$ cat src/design/srecord_image_framer_macros.svh
// ----------------------------------------------------------------------------
// srecord_image_framer_macros
// Assertion macros used by the framer sequencer.
// ----------------------------------------------------------------------------
`ifndef SRECORD_IMAGE_FRAMER_MACROS_SVH
`define SRECORD_IMAGE_FRAMER_MACROS_SVH

// condition that must hold on every clock outside reset
`define SRIF_CHECK(name, cond, msg) \
	name: assert property (@(posedge clk) disable iff (!arst_n) (cond)) else $error(msg);

// trigger implies a condition in the same cycle
`define SRIF_IMPLY(name, trig, cond, msg) \
	name: assert property (@(posedge clk) disable iff (!arst_n) (trig) |-> (cond)) \
		else $error(msg);

// trigger implies a condition in the next cycle
`define SRIF_NEXT(name, trig, cond, msg) \
	name: assert property (@(posedge clk) disable iff (!arst_n) (trig) |=> (cond)) \
		else $error(msg);

`endif

$ cat src/design/srif_pkg.sv
`timescale 1ns / 1ps
// ----------------------------------------------------------------------------
// srif_pkg
// Shared constants, codes and control structs of the S-record image framer.
// ----------------------------------------------------------------------------
package srif_pkg;

	localparam int BANK_BYTES = 8192;
	localparam int MAX_RUN    = 32;
	localparam int MAX_BANKS  = 256;

	localparam int ADDR_W = 24;
	localparam int BYTE_W = 8;
	localparam int OFS_W  = $clog2(BANK_BYTES);
	localparam int BANK_W = (MAX_BANKS > 1) ? $clog2(MAX_BANKS) : 1;
	localparam int CNT_W  = $clog2(MAX_RUN + 1);
	localparam int IDX_W  = (MAX_RUN > 1) ? $clog2(MAX_RUN) : 1;

	localparam logic [BYTE_W-1:0] FREE_TAG     = 8'hFF;
	localparam logic [BYTE_W-1:0] HDR_OVERHEAD = 8'd4;
	localparam int                PAGE_SHIFT   = 13;

	typedef enum logic [1:0] {
		KIND_HDR  = 2'd0,
		KIND_DATA = 2'd1,
		KIND_CHK  = 2'd2,
		KIND_TRL  = 2'd3
	} kind_t;

	typedef struct packed {
		logic capture;
		logic step;
		logic advance;
		logic emit_hdr;
		logic emit_data;
		logic emit_chk;
		logic emit_trl;
		logic rd_en;
		logic rd_first;
		logic clear_run;
	} srif_cmd_t;

	typedef struct packed {
		logic dump;
		logic last;
		logic out_free;
		logic data_end;
	} srif_sts_t;

endpackage

$ cat src/design/srif_ram.sv
`timescale 1ns / 1ps
// ----------------------------------------------------------------------------
// srif_ram
// Generic single write port, single read port RAM with registered read.
// ----------------------------------------------------------------------------
module srif_ram #(
	parameter int WIDTH = 8,
	parameter int DEPTH = 32
) (
	input  logic                                     clk,
	input  logic                                     we,
	input  logic [((DEPTH > 1) ? $clog2(DEPTH) : 1)-1:0] waddr,
	input  logic [WIDTH-1:0]                         wdata,
	input  logic                                     re,
	input  logic [((DEPTH > 1) ? $clog2(DEPTH) : 1)-1:0] raddr,
	output logic [WIDTH-1:0]                         rdata
);

	logic [WIDTH-1:0] mem_q [DEPTH];

	always_ff @(posedge clk) begin
		if (we) begin
			mem_q[waddr] <= wdata;
		end
		if (re) begin
			rdata <= mem_q[raddr];
		end
	end

endmodule

$ cat src/design/srif_dp.sv
`timescale 1ns / 1ps
// ----------------------------------------------------------------------------
// srif_dp
// Framer datapath: run buffer, bank and offset counters, checksum and the
// output register.
// ----------------------------------------------------------------------------
module srif_dp (
	input  logic                          clk,
	input  logic                          arst_n,
	input  srif_pkg::srif_cmd_t           cmd,
	output srif_pkg::srif_sts_t           sts,
	input  logic [srif_pkg::ADDR_W-1:0]   cfg_data,
	input  logic                          cfg_we,
	input  logic [srif_pkg::BYTE_W-1:0]   map_tag,
	input  logic [srif_pkg::BYTE_W-1:0]   data_byte,
	input  logic                          last_item,
	output logic                          out_valid,
	input  logic                          out_stall,
	output logic [1:0]                    kind,
	output logic [srif_pkg::BYTE_W-1:0]   value,
	output logic [srif_pkg::ADDR_W-1:0]   address,
	output logic                          last_of_run
);
	import srif_pkg::*;

	localparam logic [ADDR_W-1:0] BANK_BYTES_A = ADDR_W'(BANK_BYTES);

	logic [ADDR_W-1:0] base_q;
	logic [BYTE_W-1:0] tag_q;
	logic [BYTE_W-1:0] data_q;
	logic              last_q;
	logic [CNT_W-1:0]  run_count_q;
	logic [OFS_W-1:0]  run_start_q;
	logic [BANK_W-1:0] bank_q;
	logic [OFS_W-1:0]  offset_q;
	logic [BYTE_W-1:0] first_tag_q;
	logic [BYTE_W-1:0] sum_q;
	logic [IDX_W-1:0]  rd_idx_q;

	logic              out_valid_q;
	kind_t             kind_q;
	logic [BYTE_W-1:0] value_q;
	logic [ADDR_W-1:0] address_q;
	logic              last_of_run_q;

	logic              used;
	logic [CNT_W-1:0]  cnt_new;
	logic              bank_end;
	logic [ADDR_W-1:0] hdr_addr;
	logic [BYTE_W-1:0] hdr_count;
	logic [BYTE_W-1:0] hdr_sum;
	logic [ADDR_W-1:0] trl_addr;
	logic [BYTE_W-1:0] trl_sum;
	logic [IDX_W-1:0]  raddr;
	logic [BYTE_W-1:0] rdata;

	function automatic logic [BYTE_W-1:0] addr_bytes(input logic [ADDR_W-1:0] a);
		addr_bytes = a[23:16] + a[15:8] + a[7:0];
	endfunction

	assign used     = (tag_q != FREE_TAG);
	assign cnt_new  = used ? run_count_q + CNT_W'(1) : run_count_q;
	assign bank_end = (offset_q == OFS_W'(BANK_BYTES - 1));

	// run start sits inside the bank, so bank base plus start never carries past it
	assign hdr_addr  = base_q + ADDR_W'(bank_q) * BANK_BYTES_A + ADDR_W'(run_start_q);
	assign hdr_count = BYTE_W'(run_count_q) + HDR_OVERHEAD;
	assign hdr_sum   = hdr_count + addr_bytes(hdr_addr);
	assign trl_addr  = ADDR_W'(first_tag_q[7:5]) << PAGE_SHIFT;
	assign trl_sum   = HDR_OVERHEAD + addr_bytes(trl_addr);

	assign raddr = cmd.rd_first ? '0 : rd_idx_q + IDX_W'(1);

	assign sts.dump = (used && (cnt_new >= CNT_W'(MAX_RUN)))
		|| (!used && (run_count_q != '0))
		|| ((bank_end || last_q) && (cnt_new != '0));
	assign sts.last     = last_q;
	assign sts.out_free = !out_valid_q || !out_stall;
	assign sts.data_end = (CNT_W'(rd_idx_q) + CNT_W'(1) == run_count_q);

	srif_ram #(
		.WIDTH(BYTE_W),
		.DEPTH(MAX_RUN)
	) u_run_buf (
		.clk  (clk),
		.we   (cmd.step && used),
		.waddr(run_count_q[IDX_W-1:0]),
		.wdata(data_q),
		.re   (cmd.rd_en),
		.raddr(raddr),
		.rdata(rdata)
	);

	// item capture, payload only, and the run buffer read index
	always_ff @(posedge clk) begin
		if (cmd.capture) begin
			tag_q  <= map_tag;
			data_q <= data_byte;
			last_q <= last_item;
		end
		if (cmd.rd_en) begin
			rd_idx_q <= raddr;
		end
	end

	always_ff @(posedge clk or negedge arst_n) begin
		if (!arst_n) begin
			base_q      <= '0;
			run_count_q <= '0;
			run_start_q <= '0;
			bank_q      <= '0;
			offset_q    <= '0;
			first_tag_q <= '0;
			sum_q       <= '0;
		end else begin
			if (cfg_we) begin
				base_q <= cfg_data;
			end
			if (cmd.step) begin
				if ((bank_q == '0) && (offset_q == '0)) begin
					first_tag_q <= tag_q;
				end
				if (used && (run_count_q == '0)) begin
					run_start_q <= offset_q;
				end
				run_count_q <= cnt_new;
			end
			if (cmd.emit_hdr) begin
				sum_q <= hdr_sum;
			end else if (cmd.emit_data) begin
				sum_q <= sum_q + rdata;
			end
			if (cmd.clear_run) begin
				run_count_q <= '0;
			end
			if (cmd.advance) begin
				if (last_q) begin
					run_count_q <= '0;
					run_start_q <= '0;
					bank_q      <= '0;
					offset_q    <= '0;
				end else if (bank_end) begin
					offset_q <= '0;
					bank_q   <= (bank_q == BANK_W'(MAX_BANKS - 1)) ? '0 : bank_q + BANK_W'(1);
				end else begin
					offset_q <= offset_q + OFS_W'(1);
				end
			end
		end
	end

	always_ff @(posedge clk or negedge arst_n) begin
		if (!arst_n) begin
			out_valid_q <= 1'b0;
		end else if (cmd.emit_hdr || cmd.emit_data || cmd.emit_chk || cmd.emit_trl) begin
			out_valid_q <= 1'b1;
		end else if (!out_stall) begin
			out_valid_q <= 1'b0;
		end
	end

	always_ff @(posedge clk) begin
		if (cmd.emit_hdr) begin
			kind_q        <= KIND_HDR;
			value_q       <= hdr_count;
			address_q     <= hdr_addr;
			last_of_run_q <= 1'b0;
		end else if (cmd.emit_data) begin
			kind_q        <= KIND_DATA;
			value_q       <= rdata;
			address_q     <= '0;
			last_of_run_q <= 1'b0;
		end else if (cmd.emit_chk) begin
			kind_q        <= KIND_CHK;
			value_q       <= ~sum_q;
			address_q     <= '0;
			last_of_run_q <= !last_q;
		end else if (cmd.emit_trl) begin
			kind_q        <= KIND_TRL;
			value_q       <= ~trl_sum;
			address_q     <= trl_addr;
			last_of_run_q <= 1'b1;
		end
	end

	assign out_valid   = out_valid_q;
	assign kind        = kind_q;
	assign value       = value_q;
	assign address     = address_q;
	assign last_of_run = last_of_run_q;

endmodule

$ cat src/design/srif_ctrl.sv
`timescale 1ns / 1ps
`include "srecord_image_framer_macros.svh"
// ----------------------------------------------------------------------------
// srif_ctrl
// Framer sequencer: takes one item, updates the run, then walks a flushed
// run through header, data and checksum, and ends the final item with the trailer.
// ----------------------------------------------------------------------------
module srif_ctrl (
	input  logic                 clk,
	input  logic                 arst_n,
	input  logic                 in_valid,
	output logic                 in_stall,
	output srif_pkg::srif_cmd_t  cmd,
	input  srif_pkg::srif_sts_t  sts
);
	import srif_pkg::*;

	typedef enum logic [2:0] {
		ST_IDLE,
		ST_STEP,
		ST_HDR,
		ST_DATA,
		ST_CHK,
		ST_TRL
	} state_t;

	state_t state_q;
	state_t state_d;

	logic [3:0] emits;
	logic       emit_any;

	always_comb begin
		cmd     = '0;
		state_d = state_q;
		case (state_q)
			ST_IDLE: begin
				if (in_valid) begin
					cmd.capture = 1'b1;
					state_d     = ST_STEP;
				end
			end
			ST_STEP: begin
				cmd.step = 1'b1;
				if (sts.dump) begin
					state_d = ST_HDR;
				end else if (sts.last) begin
					state_d = ST_TRL;
				end else begin
					cmd.advance = 1'b1;
					state_d     = ST_IDLE;
				end
			end
			ST_HDR: begin
				if (sts.out_free) begin
					cmd.emit_hdr = 1'b1;
					cmd.rd_en    = 1'b1;
					cmd.rd_first = 1'b1;
					state_d      = ST_DATA;
				end
			end
			ST_DATA: begin
				if (sts.out_free) begin
					cmd.emit_data = 1'b1;
					if (sts.data_end) begin
						state_d = ST_CHK;
					end else begin
						cmd.rd_en = 1'b1;
					end
				end
			end
			ST_CHK: begin
				if (sts.out_free) begin
					cmd.emit_chk  = 1'b1;
					cmd.clear_run = 1'b1;
					if (sts.last) begin
						state_d = ST_TRL;
					end else begin
						cmd.advance = 1'b1;
						state_d     = ST_IDLE;
					end
				end
			end
			ST_TRL: begin
				if (sts.out_free) begin
					cmd.emit_trl = 1'b1;
					cmd.advance  = 1'b1;
					state_d      = ST_IDLE;
				end
			end
			default: begin
				state_d = ST_IDLE;
			end
		endcase
	end

	always_ff @(posedge clk or negedge arst_n) begin
		if (!arst_n) begin
			state_q <= ST_IDLE;
		end else begin
			state_q <= state_d;
		end
	end

	assign in_stall = (state_q != ST_IDLE);

	assign emits    = {cmd.emit_hdr, cmd.emit_data, cmd.emit_chk, cmd.emit_trl};
	assign emit_any = |emits;

	`SRIF_NEXT(a_capture_steps, cmd.capture, state_q == ST_STEP, "captured item not stepped")
	`SRIF_IMPLY(a_emit_free, emit_any, sts.out_free, "request emitted while output full")
	`SRIF_IMPLY(a_trailer_last, state_q == ST_TRL, sts.last, "trailer without a final item")
	`SRIF_CHECK(a_one_emit, $onehot0(emits), "two requests emitted at once")

endmodule

$ cat src/design/srecord_image_framer.sv
`timescale 1ns / 1ps
// An item that causes no request passes through accept and run update.
// A flush walks through header, data and checksum, the final item also
// through the trailer; requests leave through the output register.
// During a flush the sequencer issues one request per cycle while not stalled.
// Reset clears counters, first tag and base address; the run buffer is not cleared.
// ----------------------------------------------------------------------------
// srecord_image_framer
// Frames a ROM image into S2 data records and an S8 trailer, binary fields.
// ----------------------------------------------------------------------------
module srecord_image_framer (
	input  logic                         clk,
	input  logic                         arst_n,
	input  logic                         cfg_valid,
	output logic                         cfg_ready,
	input  logic [srif_pkg::ADDR_W-1:0]  base_address,
	input  logic                         in_valid,
	output logic                         in_stall,
	input  logic [srif_pkg::BYTE_W-1:0]  map_tag,
	input  logic [srif_pkg::BYTE_W-1:0]  data_byte,
	input  logic                         last_item,
	output logic                         out_valid,
	input  logic                         out_stall,
	output logic [1:0]                   kind,
	output logic [srif_pkg::BYTE_W-1:0]  value,
	output logic [srif_pkg::ADDR_W-1:0]  address,
	output logic                         last_of_run
);
	import srif_pkg::*;

	srif_cmd_t cmd;
	srif_sts_t sts;

	assign cfg_ready = 1'b1;

	srif_ctrl u_ctrl (
		.clk     (clk),
		.arst_n  (arst_n),
		.in_valid(in_valid),
		.in_stall(in_stall),
		.cmd     (cmd),
		.sts     (sts)
	);

	srif_dp u_dp (
		.clk        (clk),
		.arst_n     (arst_n),
		.cmd        (cmd),
		.sts        (sts),
		.cfg_data   (base_address),
		.cfg_we     (cfg_valid && cfg_ready),
		.map_tag    (map_tag),
		.data_byte  (data_byte),
		.last_item  (last_item),
		.out_valid  (out_valid),
		.out_stall  (out_stall),
		.kind       (kind),
		.value      (value),
		.address    (address),
		.last_of_run(last_of_run)
	);

endmodule
$ cat config.mk
export PLATFORM = sky130hd
export DESIGN_NAME = srecord_image_framer
export DESIGN_NICKNAME = d
export VERILOG_FILES = /design/src/design/srif_pkg.sv /design/src/design/srif_ram.sv /design/src/design/srif_dp.sv /design/src/design/srif_ctrl.sv /design/src/design/srecord_image_framer.sv
export VERILOG_INCLUDE_DIRS = /design/src /design/src/design
export SDC_FILE = /design/constraint.sdc
export NUM_CORES = 1
export LEC_CHECK = 0
export BUFFER_PORTS_ARGS = -buffer_cell sky130_fd_sc_hd__buf_2
export CAP_MARGIN = 20
export CORE_MARGIN = 2
export CORE_UTILIZATION = 60
export CTS_CLUSTER_DIAMETER = 150
export DETAILED_ROUTE_END_ITERATION = 10
export PLACE_DENSITY = 0.86
export SETUP_SLACK_MARGIN = 0.2
export SLEW_MARGIN = 10
export SYNTH_ARGS = -nofsm -noshare
export SYNTH_HDL_FRONTEND = slang
export SYNTH_HIERARCHICAL = 1
export SYNTH_SLANG_ARGS = --single-unit
export TNS_END_PERCENT = 100
$ cat constraint.sdc
create_clock -name clk -period 5.7 [get_ports clk]
set_clock_uncertainty 0.1 [all_clocks]
set_input_delay 1.425 -clock clk [delete_from_list [all_inputs] [get_ports clk]]
set_output_delay 1.425 -clock clk [all_outputs]
set_load 0.03 [all_outputs]
==> impl_results.md <==
* Tcrit/Tclk final at 93.3%
* Htree depth at 2
* Sequential power share at around a third
* Clock buffer depth at 3
* Delay-heaviest family, CP: adder cells
* Outcome: finished clean
* F_max at ~190 MHz
* DRT Pass-1 Iters at 5
* Post-Place Setup Slack at between 200 and 250 ps
* IO Port Bufs at ~80
* Synth Cell Area at roughly 0.018 mm2
* Antenna Cells at 0
* CTS Buf Count at 40
* Clock slew at reported path FFs at ~60 ps
* CP Max Fanout at 3
* CP Data Arrival Time at 5630 ps
* Synth Instances at 1206
* CTS tree: built
* Worst R2R Setup Slack at between 300 and 400 ps
* Layout cells sized above 1 at 24.8%
* Unrepaired setup endpoints after global routing: false
* Initial DRC Count at around 1200
* Final TNS setup at 0 ps
* Combinational share of power at 44.3%
* Crit path required time at about 6000 ps
* Int Power at between 7 and 8 mW
* Clock Power Share at approximately 22%
* Maximum VDD drop at approximately 440 uV
* Core area at just under 0.03 mm2
* Cell Rows at 63
* Slew headroom at just over 40%
* GRT overflow at 0
* Final Setup Violations at 0
* Sw Pwr at around 4.5 mW
* Seq/Total Area, Yosys at ~63%
* First-pass GRT wire length at 61900 um
* Area added between synthesis and finish at 13.5%
* Worst setup SP type: register
* Drt via density at roughly 6.3
* Hold WC Path Type: register to register
* Critical path cell sequence: ha_4 -> inv_1 -> fa_2 -> nor2b_2 -> o211ai_1 -> a31oi_2 -> o21ai_2 -> a31oi_2 -> o21ai_2 -> a31o_2 -> fa_2 -> fa_1 -> fa_2 -> nor2b_2 -> o31a_1 -> o32ai_1 -> a311oi_1 -> xnor2_1 -> xor3_1 -> xnor2_1 -> mux2i_1
* GP Congestion at around 0.90
* Ys async rst share at about a fifth
* Largest net degree at the start of global routing at 80
* Routed length per placed instance at between 20 and 25 um
* Power density cells at 590 mW/mm2
* GRT Total Usage at between 20% and 30%
* Die Height at 178 um
* Setup crit end kind: register
* Avg Cell Area, Syn at ~15 um2
* Routed vias at between 10000 and 15000
* Fillers at about 1900
* Root cell of the clock tree: clkbuf_16
* Yosys synthesis warning count at 6
* DP Cell Count at 1636
* Final ANT Viol Nets at 0
* Leak at between 7 and 8 nW
* Nets at between 1000 and 1500
* Clk sinks at 400
* Dpl hpwl at between 20000 and 30000 um
* Cts-stage hold buffer count at 0
* # IOs at between 80 and 90
* Number of synthesized flops with an enable pin at ~320
* Flip-flop and latch count after synthesis at 400
* Main synth FF type: edfxtp_1
* Min cycle time layout at 5320 ps
* Vias in the first global route at between 10000 and 15000
* Max cap viols at 0
* Final WS setup at ~380 ps
* Worst Path Buf+Inv at 1
* Most Frequent Cell on Critical Path: fa_2
* Net Sw Frac at around 37%
* Final wirelength at about 41000 um
* Die W at 178 um
* Syn Nets at between 1000 and 1500
* Max stage delay on crit path at around 570 ps
* Die Footprint at 0.0319 mm2
* Unique masters post-synth at between 70 and 80
* CP max-delay cell: fa_2
* Clk Latency, worst-skew pair at between 500 and 600 ps
* Final non-filler cell total at around 1700
* Drt drc at 0
* Hold Vio Cnt, Final at 0
* Max-slew violations at 0
* Number of antenna violations at the first check in global routing at 0
* Worst Path Class, Setup: register to register
* Initial core utilization at 61.3%
* Worst-margin pin slew at a little under 900 ps
## Yosys cell counts (20+ instances only)
cell | number | area share, %
mux2_2 | 37 | 2.3
nor2_1 | 120 | 2.5
nand3_1 | 33 | 0.90
edfxtp_1 | 318 | 52
mux4_2 | 80 | 9.9
o21ai_0 | 29 | 0.79
nand2_1 | 52 | 1.1
xnor2_1 | 37 | 1.8
clkbuf_1 | 27 | 0.55
mux2i_1 | 20 | 1.1
inv_1 | 44 | 0.90
dfrtp_1 | 79 | 11
ha_1 | 44 | 3.0
a21oi_1 | 45 | 1.2
## flip-flops by register name, indices dropped and copies added (netlist names), 2 cells and up
register,cells
u_dp/sum_q,8
u_dp/run_count_q,6
u_dp/bank_q,8
u_dp/tag_q,8
u_dp/u_run_buf/mem_q,256
u_ctrl/state_q,3
u_dp/first_tag_q,3
u_dp/value,8
u_dp/base_q,24
u_dp/rd_idx_q,5
u_dp/run_start_q,13
u_dp/kind,2
u_dp/offset_q,13
u_dp/u_run_buf/rdata,8
u_dp/data_q,8
u_dp/address,24
## path summary, 6_finish.rpt
path	startpoint	end	cells past startpoint
max in group asynchronous	arst_n	u_dp/base_q[23]	2
hold reg to reg	u_dp/tag_q[6]	u_dp/first_tag_q[6]	1
hold / removal	u_dp/tag_q[6]	u_dp/first_tag_q[6]	1
min in group asynchronous	arst_n	u_dp/run_count_q[2]	1
setup reg to reg	u_dp/base_q[0]	u_dp/sum_q[7]	21
setup / recovery	u_dp/base_q[0]	u_dp/sum_q[7]	21
## power groups by stage
stage | clock, mW | sequential (mW) | combinational (mW)
floorplan | 0 | 4.31 | 3.67
global placement | 0 | 4.19 | 4.99
detailed placement | 0 | 4.23 | 5.11
CTS | 2.76 | 4.18 | 5.18
global route | 2.88 | 4.14 | 5.83
finish | 2.72 | 4.10 | 5.43
## repair_timing
action                                  4_1_cts  5_1_grt
setup buffers                                 0        1
gates cloned                                  0        0
resized for setup                             1       14
pin swaps                                     0       11
endpoints found under the setup margin        1        1
## worst register-to-register path, stage by stage, from the launching register on
cell	delay [ps]
dfrtp_1	400
ha_4	170
inv_1	70
fa_2	360
nor2b_2	140
o211ai_1	150
a31oi_2	310
o21ai_2	100
a31oi_2	240
o21ai_2	100
a31o_2	260
fa_2	570
fa_1	460
fa_2	370
nor2b_2	140
o31a_1	190
o32ai_1	90
a311oi_1	300
xnor2_1	170
xor3_1	250
xnor2_1	160
mux2i_1	80
## through the flow
stage	hold WS (ps)	power [mW]	utilization [%]	instance area (um2)
finish	419	12.2	69.6	20700
global route	431	12.8	69.6	20700
detailed placement	401	9.34	63.9	19000
CTS	418	12.1	68.6	20400
global placement	393	9.18	63.9	19000
floorplan	381	7.98	-	18300
## kinds of logic after synthesis
kind of cell,count (synthesis),share of synthesized area (%)
AO/OA/AOI/OAI,157,5.67
XOR/XNOR,55,2.72
adder cells (fa/ha/maj),60,4.77
buffers and inverters,102,2.53
flip-flops,400,63.4
multiplexers,137,13.2
other,1,0.0205
AND/OR/NAND/NOR,294,7.62
## metal layers
layer / up-vias / GRT usage (%) / share of wire, %
li1: 4762 / - / -
met1: 5480 / 36.1 / 40
met2: 508 / 43.5 / 50
met3: 86 / 3.56 / 6.7
met4: 0 / 9.65 / 3.4
met5: - / 0 / 0
## layout by cell type, fill, tap and decap left out, drive strengths merged, types with 4 or more instances in the layout
cell type	count
mux2	37
and2	7
dfrtp	79
fa	16
clkinv	14
xor2	17
clkbuf	52
nand4	7
o41ai	4
mux4	80
mux2i	20
or2	5
xnor2	37
inv	48
a21o	8
nor4	5
nor2b	14
a211oi	13
o21ai	37
nand2	52
ha	44
a31oi	6
nand3b	7
o21a	7
and3	6
nand3	34
o211ai	5
a21oi	48
nor3	14
nor2	120
or3	5
buf	105
nand2b	8
o21bai	5
bufinv	5
edfxtp	318
## layout make-up
| type | instances | area, um2 | area share (%) |
|---|---|---|---|
| tap | 390 | 488 | 2.35 |
| inverter | 47 | 179 | 0.863 |
| clock inverter | 23 | 298 | 1.44 |
| sequential | 400 | 11600 | 55.9 |
| timing repair buffer | 106 | 778 | 3.75 |
| clock buffer | 51 | 1090 | 5.27 |
| multi-input combinational | 704 | 6320 | 30.5 |
Note: power is estimated with default switching activity, not from simulation.
